<file path="src/rtl/core/spmtx_pkg.sv">
// Package for the sensor packet Manchester transmitter.
// Holds item types, register indexes, packet constants and the temperature scale reciprocal.
// No dependencies.
`default_nettype none

package spmtx_pkg;

    localparam int PREAMBLE_BITS = 32;
    localparam int TEMP_SCALE    = 28;
    localparam int PAYLOAD_BITS  = 32;
    localparam int START_BITS    = 8;
    localparam int PACKET_BITS   = PREAMBLE_BITS + START_BITS + PAYLOAD_BITS;
    localparam int POS_W         = $clog2(PACKET_BITS + 1);

    localparam logic [7:0] START_CODE = 8'hAA;

    // floor(x / TEMP_SCALE) == (x * RECIP) >> RECIP_SHIFT for every 16-bit x
    localparam int RECIP_SHIFT = 24;
    localparam int RECIP_W     = RECIP_SHIFT + 1;
    localparam logic [RECIP_W-1:0] RECIP =
        RECIP_W'(((64'd1 << RECIP_SHIFT) + TEMP_SCALE - 1) / TEMP_SCALE);
    localparam int PROD_W = 16 + RECIP_W;

    localparam logic [7:0]  STATION_ID_RST = 8'd0;
    localparam logic [15:0] TEMP_LOW_RST   = 16'd28681;
    localparam logic [15:0] TEMP_HIGH_RST  = 16'd35807;
    localparam logic [7:0]  CODE_MAX       = 8'd255;

    localparam int CFG_INDEX_W = 2;
    localparam int CFG_DATA_W  = 16;

    typedef enum logic [CFG_INDEX_W-1:0] {
        CFG_STATION_ID = 2'd0,
        CFG_TEMP_LOW   = 2'd1,
        CFG_TEMP_HIGH  = 2'd2
    } spmtx_cfg_idx_t;

    typedef enum logic {
        CMD_TICK = 1'b0,
        CMD_LOAD = 1'b1
    } spmtx_cmd_t;

    localparam int FIFO_DEPTH = 2;
    localparam int FIFO_PTR_W = $clog2(FIFO_DEPTH);
    localparam int FIFO_CNT_W = $clog2(FIFO_DEPTH + 1);

    typedef struct packed {
        logic        command;
        logic [15:0] temp_raw;
        logic [15:0] batt_raw;
    } spmtx_in_t;

    typedef struct packed {
        logic line_level;
        logic busy_res;
        logic packet_end;
    } spmtx_out_t;

    // one classified item on its way from front to back
    typedef struct packed {
        logic                    is_load;
        logic [PAYLOAD_BITS-1:0] payload;
    } spmtx_entry_t;

endpackage

`default_nettype wire

</file>
<file path="src/rtl/core/sensor_packet_manchester_tx_top.sv">
// Top level of the sensor packet Manchester transmitter.
// Depends on spmtx_pkg, spmtx_front, spmtx_fifo, spmtx_back.
//
// Usage:
//   in channel  : one item per handshake; command LOAD builds the payload
//                 (station id, temperature code, battery code, XOR check) and
//                 starts a packet, command TICK emits one Manchester half-bit.
//                 A LOAD while a packet is in flight is ignored.
//   out channel : exactly one result per item, in order: line level, busy
//                 flag after the item, and a packet end flag on the last
//                 half-bit. The line reads 0 when idle and on LOAD items.
//   cfg channel : always ready; index 0 station id, 1 temp low, 2 temp high,
//                 other indexes ignored. Write only while no item is pending.
//   From input accept to result valid an item passes the intake register, a
//   queue entry and the result register.
//   Throughput is one item per cycle while the receiver does not stall, set by
//   the bit sequencer, which updates its state on every item it takes.
//   Reset clears all control state; registers take their reset values and
//   the block is idle with no result valid. When the receiver stalls, the result
//   register holds, the two-entry queue fills and in_ready drops after it.
`default_nettype none

module sensor_packet_manchester_tx_top (
    input  wire logic                              clk,
    input  wire logic                              rst_n,
    input  wire logic                              in_valid,
    output logic                                   in_ready,
    input  wire spmtx_pkg::spmtx_in_t              in_data,
    output logic                                   out_valid,
    input  wire logic                              out_ready,
    output spmtx_pkg::spmtx_out_t                  out_data,
    input  wire logic                              cfg_valid,
    output logic                                   cfg_ready,
    input  wire logic [spmtx_pkg::CFG_INDEX_W-1:0] cfg_index,
    input  wire logic [spmtx_pkg::CFG_DATA_W-1:0]  cfg_data
);
    import spmtx_pkg::*;

    logic         push_valid;
    logic         push_ready;
    spmtx_entry_t push_entry;
    logic         pop_valid;
    logic         pop_ready;
    spmtx_entry_t pop_entry;

    spmtx_front u_front (
        .clk        (clk),
        .rst_n      (rst_n),
        .in_valid   (in_valid),
        .in_ready   (in_ready),
        .in_data    (in_data),
        .cfg_valid  (cfg_valid),
        .cfg_ready  (cfg_ready),
        .cfg_index  (cfg_index),
        .cfg_data   (cfg_data),
        .push_valid (push_valid),
        .push_ready (push_ready),
        .push_entry (push_entry)
    );

    spmtx_fifo u_fifo (
        .clk        (clk),
        .rst_n      (rst_n),
        .push_valid (push_valid),
        .push_ready (push_ready),
        .push_entry (push_entry),
        .pop_valid  (pop_valid),
        .pop_ready  (pop_ready),
        .pop_entry  (pop_entry)
    );

    spmtx_back u_back (
        .clk        (clk),
        .rst_n      (rst_n),
        .pop_valid  (pop_valid),
        .pop_ready  (pop_ready),
        .pop_entry  (pop_entry),
        .out_valid  (out_valid),
        .out_ready  (out_ready),
        .out_data   (out_data)
    );

endmodule

`default_nettype wire

</file>
<file path="src/rtl/core/spmtx_front.sv">
// Front end: configuration registers, item intake and payload building.
// Depends on spmtx_pkg.
`default_nettype none

module spmtx_front (
    input  wire logic                                 clk,
    input  wire logic                                 rst_n,
    input  wire logic                                 in_valid,
    output logic                                      in_ready,
    input  wire spmtx_pkg::spmtx_in_t                 in_data,
    input  wire logic                                 cfg_valid,
    output logic                                      cfg_ready,
    input  wire logic [spmtx_pkg::CFG_INDEX_W-1:0]    cfg_index,
    input  wire logic [spmtx_pkg::CFG_DATA_W-1:0]     cfg_data,
    output logic                                      push_valid,
    input  wire logic                                 push_ready,
    output spmtx_pkg::spmtx_entry_t                   push_entry
);
    import spmtx_pkg::*;

    logic [7:0]  station_id_reg;
    logic [15:0] temp_low_reg;
    logic [15:0] temp_high_reg;

    logic        a_valid_reg;
    logic        a_is_load_reg;
    logic        a_below_reg;
    logic        a_above_reg;
    logic [15:0] a_diff_reg;
    logic [7:0]  a_batt_reg;
    logic [7:0]  a_id_reg;

    logic              accept;
    logic [PROD_W-1:0] prod;
    logic [PROD_W-RECIP_SHIFT-1:0] quot;
    logic [7:0]        tcode;
    logic [7:0]        check;

    assign cfg_ready = 1'b1;

    always_ff @(posedge clk or negedge rst_n)
    begin
        if (!rst_n)
        begin
            station_id_reg <= STATION_ID_RST;
            temp_low_reg   <= TEMP_LOW_RST;
            temp_high_reg  <= TEMP_HIGH_RST;
        end
        else if (cfg_valid)
        begin
            case (spmtx_cfg_idx_t'(cfg_index))
                CFG_STATION_ID: station_id_reg <= cfg_data[7:0];
                CFG_TEMP_LOW:   temp_low_reg   <= cfg_data;
                CFG_TEMP_HIGH:  temp_high_reg  <= cfg_data;
                default:        ;
            endcase
        end
    end

    assign in_ready = !a_valid_reg || push_ready;
    assign accept   = in_valid && in_ready;

    always_ff @(posedge clk or negedge rst_n)
    begin
        if (!rst_n)
        begin
            a_valid_reg <= 1'b0;
        end
        else if (in_ready)
        begin
            a_valid_reg <= in_valid;
        end
    end

    always_ff @(posedge clk)
    begin
        if (accept)
        begin
            a_is_load_reg <= (in_data.command == CMD_LOAD);
            a_below_reg   <= in_data.temp_raw < temp_low_reg;
            a_above_reg   <= in_data.temp_raw > temp_high_reg;
            a_diff_reg    <= in_data.temp_raw - temp_low_reg;
            a_batt_reg    <= in_data.batt_raw[11:4];
            a_id_reg      <= station_id_reg;
        end
    end

    always_comb
    begin
        prod = PROD_W'(a_diff_reg) * PROD_W'(RECIP);
        quot = prod[PROD_W-1:RECIP_SHIFT];
        if (a_below_reg)
            tcode = 8'd0;
        else if (a_above_reg)
            tcode = CODE_MAX;
        else if (quot > (PROD_W-RECIP_SHIFT)'(CODE_MAX))
            tcode = CODE_MAX;
        else
            tcode = quot[7:0];
        check = a_id_reg ^ tcode ^ a_batt_reg;
    end

    assign push_valid         = a_valid_reg;
    assign push_entry.is_load = a_is_load_reg;
    assign push_entry.payload = {check, a_batt_reg, tcode, a_id_reg};

endmodule

`default_nettype wire

</file>
<file path="src/rtl/core/spmtx_fifo.sv">
// Two-entry queue of classified items between front and back.
// Depends on spmtx_pkg.
`default_nettype none

module spmtx_fifo (
    input  wire logic                      clk,
    input  wire logic                      rst_n,
    input  wire logic                      push_valid,
    output logic                           push_ready,
    input  wire spmtx_pkg::spmtx_entry_t   push_entry,
    output logic                           pop_valid,
    input  wire logic                      pop_ready,
    output spmtx_pkg::spmtx_entry_t        pop_entry
);
    import spmtx_pkg::*;

    spmtx_entry_t            mem_reg [FIFO_DEPTH];
    logic [FIFO_PTR_W-1:0]   wr_ptr_reg;
    logic [FIFO_PTR_W-1:0]   rd_ptr_reg;
    logic [FIFO_CNT_W-1:0]   count_reg;
    logic                    do_push;
    logic                    do_pop;

    assign push_ready = count_reg != FIFO_CNT_W'(FIFO_DEPTH);
    assign pop_valid  = count_reg != '0;
    assign pop_entry  = mem_reg[rd_ptr_reg];
    assign do_push    = push_valid && push_ready;
    assign do_pop     = pop_valid && pop_ready;

    always_ff @(posedge clk or negedge rst_n)
    begin
        if (!rst_n)
        begin
            wr_ptr_reg <= '0;
            rd_ptr_reg <= '0;
            count_reg  <= '0;
        end
        else
        begin
            if (do_push)
                wr_ptr_reg <= (wr_ptr_reg == FIFO_PTR_W'(FIFO_DEPTH - 1)) ? '0 : wr_ptr_reg + 1'b1;
            if (do_pop)
                rd_ptr_reg <= (rd_ptr_reg == FIFO_PTR_W'(FIFO_DEPTH - 1)) ? '0 : rd_ptr_reg + 1'b1;
            if (do_push && !do_pop)
                count_reg <= count_reg + 1'b1;
            else if (do_pop && !do_push)
                count_reg <= count_reg - 1'b1;
        end
    end

    always_ff @(posedge clk)
    begin
        if (do_push)
            mem_reg[wr_ptr_reg] <= push_entry;
    end

endmodule

`default_nettype wire

</file>
<file path="src/rtl/core/spmtx_back.sv">
// Back end: packet sequencer, Manchester half-bit generation and result register.
// Depends on spmtx_pkg.
`default_nettype none

module spmtx_back (
    input  wire logic                      clk,
    input  wire logic                      rst_n,
    input  wire logic                      pop_valid,
    output logic                           pop_ready,
    input  wire spmtx_pkg::spmtx_entry_t   pop_entry,
    output logic                           out_valid,
    input  wire logic                      out_ready,
    output spmtx_pkg::spmtx_out_t          out_data
);
    import spmtx_pkg::*;

    logic                    sending_reg,  sending_next;
    logic                    half_reg,     half_next;
    logic [POS_W-1:0]        pos_reg,      pos_next;
    logic [PAYLOAD_BITS-1:0] payload_reg,  payload_next;
    logic                    out_valid_reg;
    spmtx_out_t              out_reg,      out_next;

    logic             take;
    logic             bit_val;
    logic [POS_W-1:0] pos_inc;
    logic [POS_W-1:0] start_off;
    logic [POS_W-1:0] data_off;

    assign pop_ready = !out_valid_reg || out_ready;
    assign take      = pop_valid && pop_ready;
    assign out_valid = out_valid_reg;
    assign out_data  = out_reg;

    always_comb
    begin
        start_off = pos_reg - POS_W'(PREAMBLE_BITS);
        data_off  = pos_reg - POS_W'(PREAMBLE_BITS + START_BITS);
        if (pos_reg < POS_W'(PREAMBLE_BITS))
            bit_val = 1'b1;
        else if (pos_reg < POS_W'(PREAMBLE_BITS + START_BITS))
            bit_val = START_CODE[start_off[2:0]];
        else
            bit_val = payload_reg[data_off[$clog2(PAYLOAD_BITS)-1:0]];
        pos_inc = pos_reg + 1'b1;
    end

    always_comb
    begin
        sending_next = sending_reg;
        half_next    = half_reg;
        pos_next     = pos_reg;
        payload_next = payload_reg;
        out_next     = '0;
        if (pop_entry.is_load)
        begin
            if (!sending_reg)
            begin
                payload_next = pop_entry.payload;
                pos_next     = '0;
                half_next    = 1'b0;
                sending_next = 1'b1;
            end
        end
        else if (sending_reg)
        begin
            out_next.line_level = bit_val ^ half_reg;
            if (half_reg)
            begin
                half_next = 1'b0;
                pos_next  = pos_inc;
                if (pos_inc >= POS_W'(PACKET_BITS))
                begin
                    sending_next        = 1'b0;
                    pos_next            = '0;
                    out_next.packet_end = 1'b1;
                end
            end
            else
            begin
                half_next = 1'b1;
            end
        end
        out_next.busy_res = sending_next;
    end

    always_ff @(posedge clk or negedge rst_n)
    begin
        if (!rst_n)
        begin
            sending_reg   <= 1'b0;
            half_reg      <= 1'b0;
            pos_reg       <= '0;
            payload_reg   <= '0;
            out_valid_reg <= 1'b0;
        end
        else
        begin
            if (pop_ready)
                out_valid_reg <= pop_valid;
            if (take)
            begin
                sending_reg <= sending_next;
                half_reg    <= half_next;
                pos_reg     <= pos_next;
                payload_reg <= payload_next;
            end
        end
    end

    always_ff @(posedge clk)
    begin
        if (take)
            out_reg <= out_next;
    end

    a_pos_range: assert property (@(posedge clk) disable iff (!rst_n)
        pos_reg < POS_W'(PACKET_BITS))
        else $error("bit position past end of packet");

    a_idle_clean: assert property (@(posedge clk) disable iff (!rst_n)
        !sending_reg |-> (pos_reg == '0 && !half_reg))
        else $error("sequencer idle with stale position");

    a_end_not_busy: assert property (@(posedge clk) disable iff (!rst_n)
        (out_valid_reg && out_reg.packet_end) |-> !out_reg.busy_res)
        else $error("packet end reported while still busy");

    a_end_clears: assert property (@(posedge clk) disable iff (!rst_n)
        (take && out_next.packet_end) |=> !sending_reg)
        else $error("sequencer still sending after packet end");

endmodule

`default_nettype wire
</file>
<file path="config.mk">
export PLATFORM = sky130hd
export DESIGN_NAME = sensor_packet_manchester_tx_top
export DESIGN_NICKNAME = d
export VERILOG_FILES = /design/src/rtl/core/spmtx_pkg.sv /design/src/rtl/core/sensor_packet_manchester_tx_top.sv /design/src/rtl/core/spmtx_front.sv /design/src/rtl/core/spmtx_fifo.sv /design/src/rtl/core/spmtx_back.sv
export SDC_FILE = /design/constraint.sdc
export NUM_CORES = 1
export LEC_CHECK = 0
export ABC_AREA = 1
export BUFFER_PORTS_ARGS = -buffer_cell sky130_fd_sc_hd__buf_2
export CELL_PAD_IN_SITES_DETAIL_PLACEMENT = 0
export CELL_PAD_IN_SITES_GLOBAL_PLACEMENT = 2
export CORE_ASPECT_RATIO = 0.8
export CORE_MARGIN = 3
export CORE_UTILIZATION = 39
export DETAILED_ROUTE_END_ITERATION = 6
export MAX_ROUTING_LAYER = met4
export PLACE_DENSITY = 0.88
export SLEW_MARGIN = 20
export SYNTH_ARGS = -nofsm -noshare
export SYNTH_HDL_FRONTEND = slang
export SYNTH_SLANG_ARGS = --single-unit
</file>
<file path="constraint.sdc">
create_clock -name clk -period 5.7 [get_ports clk]
set_input_delay 0.57 -clock clk [delete_from_list [all_inputs] [get_ports clk]]
set_output_delay 0.57 -clock clk [all_outputs]
set_load 0.05 [all_outputs]
</file>
# Word level (Yosys, flattened, before mapping)
# Memory sizes are Yosys's and may differ from the RTL's.
# Index checks and enable logic that the tools add are counted.
# op_classes
add_sub_neg	8
multipliers	1
n_lt_le_gt_ge	8
n_eq_ne	4
muxes	28
bitwise	5
n_reduce_logical	24
# ops
cell	count
$mul 16x20->36 const B	1
$mux 7	5
$mux 8	3
$mux 1	17
$gt 16x16->1	1
$lt 16x16->1	1
$sub 16x16->16	1
$xor 8x8->8	2
$lt 7x6->1 const B	2
$gt 12x8->1 const B	1
$reduce_bool 2->1	4
$add 7x1->7 const B	1
$ge 7x7->1 const B	1
$lt 5x6->1 const B	1
$reduce_and 2->1	3
$reduce_and 3->1	2
$bmux 1 s5	1
$logic_and 1x1->1	5
$sub 5x4->5 const B	1
$logic_not 1->1	4
$lt 3x4->1 const B	1
$mux 2	2
$ne 2x2->1 const B	2
$reduce_and 4->1	1
other kinds (12)	15
# totals
regBits	125
ram_bits	66
rom_bits	8
input_bits	56
out_inout_bits	6
word_cells	101
n_memories	2
# mem_list
memory	words	width	rd	rd_clocked_by_memory_dff	write_ports	line_no	rtl
u_fifo.mem_reg	2	33	1	0	1	spmtx_fifo.sv:17	spmtx_entry_t mem_reg [FIFO_DEPTH];
(name not given)	8	1	1	0	0	spmtx_back.sv:42	bit_val = START_CODE[start_off[2:0]];

# Depth between registers and ports, before layout
# logic_depth
depth_word	7
mapped_depth	28
mapped_depth_nobuf	28

# Modules after synthesis
# A second synthesis with hierarchy kept.
# unflattened
hier_cells	1647
area_unflattened_um2	13859.5
# by_module_without_submodules
module	n_inst	cells_per_inst	area_per_inst_um2	seq_area_each_um2
spmtx_front	1	1185	8897.3	2097.0
spmtx_fifo	1	201	2703.8	2082.0
spmtx_back	1	261	2258.4	1141.1

# Least setup slack after synthesis
# No wires, ideal clock.
# synth_path
kind	reg-to-reg
startpoint	register u_front.a_diff_reg[13]
endpoint	memory u_fifo.mem_reg[0][24] (netlist bit), data pin
setup_ns	0.257
arrival_ns	4.564
required_time_ns	5.443
setup_slack_ns	0.879
path_stages_with_launch	25
path_buffers	0
synth_period_minus_slack_ns	4.821
cell_sequence	edfxtp_1 > ha_1 > ha_1 > inv_1 > fa_1 > inv_1 > fa_1 > inv_1 > fa_1 > inv_1 > fa_1 > ha_1 > nand2_1 > nor2_1 > and2_1 > nand2_1 > nand3_1 > nand2_1 > nand2_1 > nand2_2 > nand2_4 > nor2_8 > nand4_1 > nand3_1 > nand2_1
# synth_rtl
element	line_no	rtl
start, declared	spmtx_front.sv:29	logic [15:0] a_diff_reg;
start signal, assigned	spmtx_front.sv:82	a_diff_reg <= in_data.temp_raw - temp_low_reg;
end, declared	spmtx_fifo.sv:17	

==> flow_summary.toml <==
[timing]
fin_crit_sh_pct = 93.17
grt_setup_unrepaired = "false"
final_hold_viol_count = 0
setup_viol = 0
slew_violations = 0
worstMarginPinSlew_ps = 915.1
hold_ws_ps = 308.8
finalSetupTns_ps = 0
fmax_mhz = 188.3
fin_crit_ps = 5311
skew_ps = 9.617
slew_headroom_pct = 38.93
worst_slack_ps = 389.2

[clock_tree]
clk_path_buf_depth = 2
path_clk_slew_ps = 70
clkLatencyLatePin_ps = 430
clkSinkCount = 191
htreeDepth = 4
tritoncts = "built"
cts_buffers = 17
cts-root-buf = "clkbuf_16"

[yosys]
syn-num-nets = 1793
syn_area_sq_um = 13420
avgSynthCellArea_sq_um = 8.813
ys_seq_elements = 191
ys_seq_area_share_pct = 39.64
yosys.area_share.adder_pct = 22.86
ys_warn_count = 0
synth.distinct_cells = 46
synthXorXnorAreaFrac_pct = 1.827
netlist_instances = 1523
synthSimpleGateAreaFrac_pct = 16.62
synth_compound_area_share_pct = 9.695
synth.area.mux_share_pct = 0
synth_top_family_by_area = "adder cells"

[setup_path]
max_stage_delay_ps = 540
cp-end-kind = "flop"
cpMostUsedCell = "nand2_1"
worst_ep_required_time_ps = 5880
slowest_stage = "fa_1"
crit_arrival_ps = 5490
crit_family = "adder cells"
setup.worst_path.class = "flop to flop"
worst-path-buf-inv = 4
cp_max_fo = 8
start_kind = "flop"
crit_chain = "ha_1, fa_1, inv_1, fa_1, fa_1, inv_1, fa_1, inv_1, ha_1, ha_1, nand2_1, nand2_1, nor2_1, nand3_1, nand2_1, nand2_1, nand2_2, nand2_4, nor2_8, nand4_1, nand2_1, inv_1"

[route]
wl_mm = 30.58
vias_per_cell = 4.722
num_vias = 9563
remaining_drc_errors = 0
dr.first_iter.drc_count = 570
drt_first_pass_iters = 5
wl_per_cell_um = 15.10
ant_nets = 0

[floorplanning]
fp.dieW_um = 213.4
initial_core_util_pct = 39.73
coreArea_sq_um = 33780
die_h_um = 171.9
io_pins = 62
rows = 60
dieArea_sq_um = 36690

[final_layout]
drive_gt1_share_pct = 10.69
largest_reg_flops = 66
fin_util_pct = 43.95
area_growth_pct = 10.63
nets = 1848
antenna_cells = 0

[global_routing]
grtUsageMet1_pct = 27.10
top_usage_layer = "met1"
grt_pass1_vias = 9384
grt_max_degree = 76
globalRouteOverflowTotal = 0
gr-usage-met3_pct = 2.267
track_usage_pct = 17.85
grtUsageMet2_pct = 25.80
grt_pass1_wl_mm = 49.74
antenna_found_initial = 0

[worst_hold_path]
min_path_type = "input pin to flop"

[placed_design]
dpl.hpwl_mm = 24.20
gp_congestion = 0.8586
io_buffer_count = 52
dp_slack_ps = 347.4

[run]
drv_cap = 0

[outcome]
status = "finished clean"
[through the flow]
step / instances / area (sq um)
floorplan: 1523 / 13420
global placement: 1990 / 14180
detailed placement: 1990 / 14180
CTS: 2023 / 14800
global route: 2025 / 14850
finish: 2025 / 14850
[cell usage in the layout, fill, tap and decap left out, types with 5 or more instances in the layout]
cell type,count
nand4_1,12
inv_1,287
nor2_1,111
nand3_1,45
ha_1,162
o21ai_0,103
nor2_2,8
xnor2_1,6
nor3_1,5
xor2_1,22
o21ai_1,6
buf_2,51
edfxtp_1,104
nand2_1,310
o211ai_1,18
a21oi_1,58
o22ai_1,7
or2_2,13
dfstp_2,16
a31oi_1,5
clkbuf_16,17
inv_2,18
dfrtp_1,71
nand2_2,9
o21a_1,20
fa_1,52
buf_4,9
[repair_timing]
item | CTS | global route
hold buffers | 1 | 0
buffers inserted | 0 | 1
gates resized for setup | 0 | 3
hold endpoints to repair | 12 | 0
setup endpoints to repair | 0 | 16
[final cells by class]
type	instances	area, sq um
clock buffer	20	456.7
clock inverter	12	151.4
fill	3301	18930
inverter	305	1145
multi-input combinational	1001	6872
sequential	191	5320
tap	434	543.0
timing repair buffer	62	360.3
[Yosys cell counts, drive strengths merged]
cell type | instances | area, sq um
nand2 | 320 | 1229
inv | 305 | 1145
ha | 162 | 2027
nor2 | 122 | 494.2
o21ai | 109 | 545.5
edfxtp | 104 | 3123
dfrtp | 71 | 1777
a21oi | 63 | 349.1
fa | 52 | 1041
nand3 | 47 | 240.2
xor2 | 22 | 192.7
o21a | 20 | 150.1
clkbuf | 18 | 67.56
o211ai | 18 | 135.1
dfstp | 16 | 420.4
or2 | 13 | 81.33
nand4 | 12 | 75.07
buf | 8 | 40.04
nor3 | 7 | 45.04
o22ai | 7 | 43.79
xnor2 | 6 | 52.55
a31oi | 5 | 31.28
and2 | 3 | 18.77
nand3b | 3 | 22.52
o21bai | 2 | 15.01
a211oi | 1 | 7.510
a21boi | 1 | 7.510
a21o | 1 | 7.510
and3 | 1 | 6.260
conb | 1 | 3.750
nor3b | 1 | 12.51
nor4 | 1 | 6.260
o2111ai | 1 | 8.760
[worst paths after layout]
check | to | depth (start not counted) | from | slack [ps]
setup / recovery | u_fifo.mem_reg[1][12] | 22 | u_front.a_diff_reg[15] | 390
hold / removal | u_front.a_batt_reg[3] | 1 | in_data[7] | 310
setup reg to reg | u_fifo.mem_reg[1][12] | 22 | u_front.a_diff_reg[15] | 390
hold reg to reg | u_front.a_id_reg[2] | 0 | u_front.station_id_reg[2] | 460
max in group asynchronous | u_front.temp_high_reg[11] | 4 | rst_n | 4220
min in group asynchronous | u_back.payload_reg[22] | 2 | rst_n | 520
[worst reg2reg max path: cells and delay by family, from the launching register on]
family	cells	cell delay (ps)
AND/OR/NAND/NOR	11	1310
adder cells (fa/ha/maj)	7	3020
buffers and inverters	4	210
flip-flops	1	500
[routing by layer]
layer  share of wire (%)  routed length (um)
met1                  55               16690
met5                   0                   0
met4                0.79                 242
met3                 2.0                 599
met2                  43               13050
[logic make-up (layout without fill, tap and decap cells)]
kind of cell,count (synthesis),after routing
buffers and inverters,331,399
AND/OR/NAND/NOR,530,530
XOR/XNOR,28,28
AO/OA/AOI/OAI,228,228
other,1,1
flip-flops,191,191
adder cells (fa/ha/maj),214,214
Power is left out: the tool's default activity adds up to more than one toggle a clock period on the data nets, which glitch-free logic cannot reach.
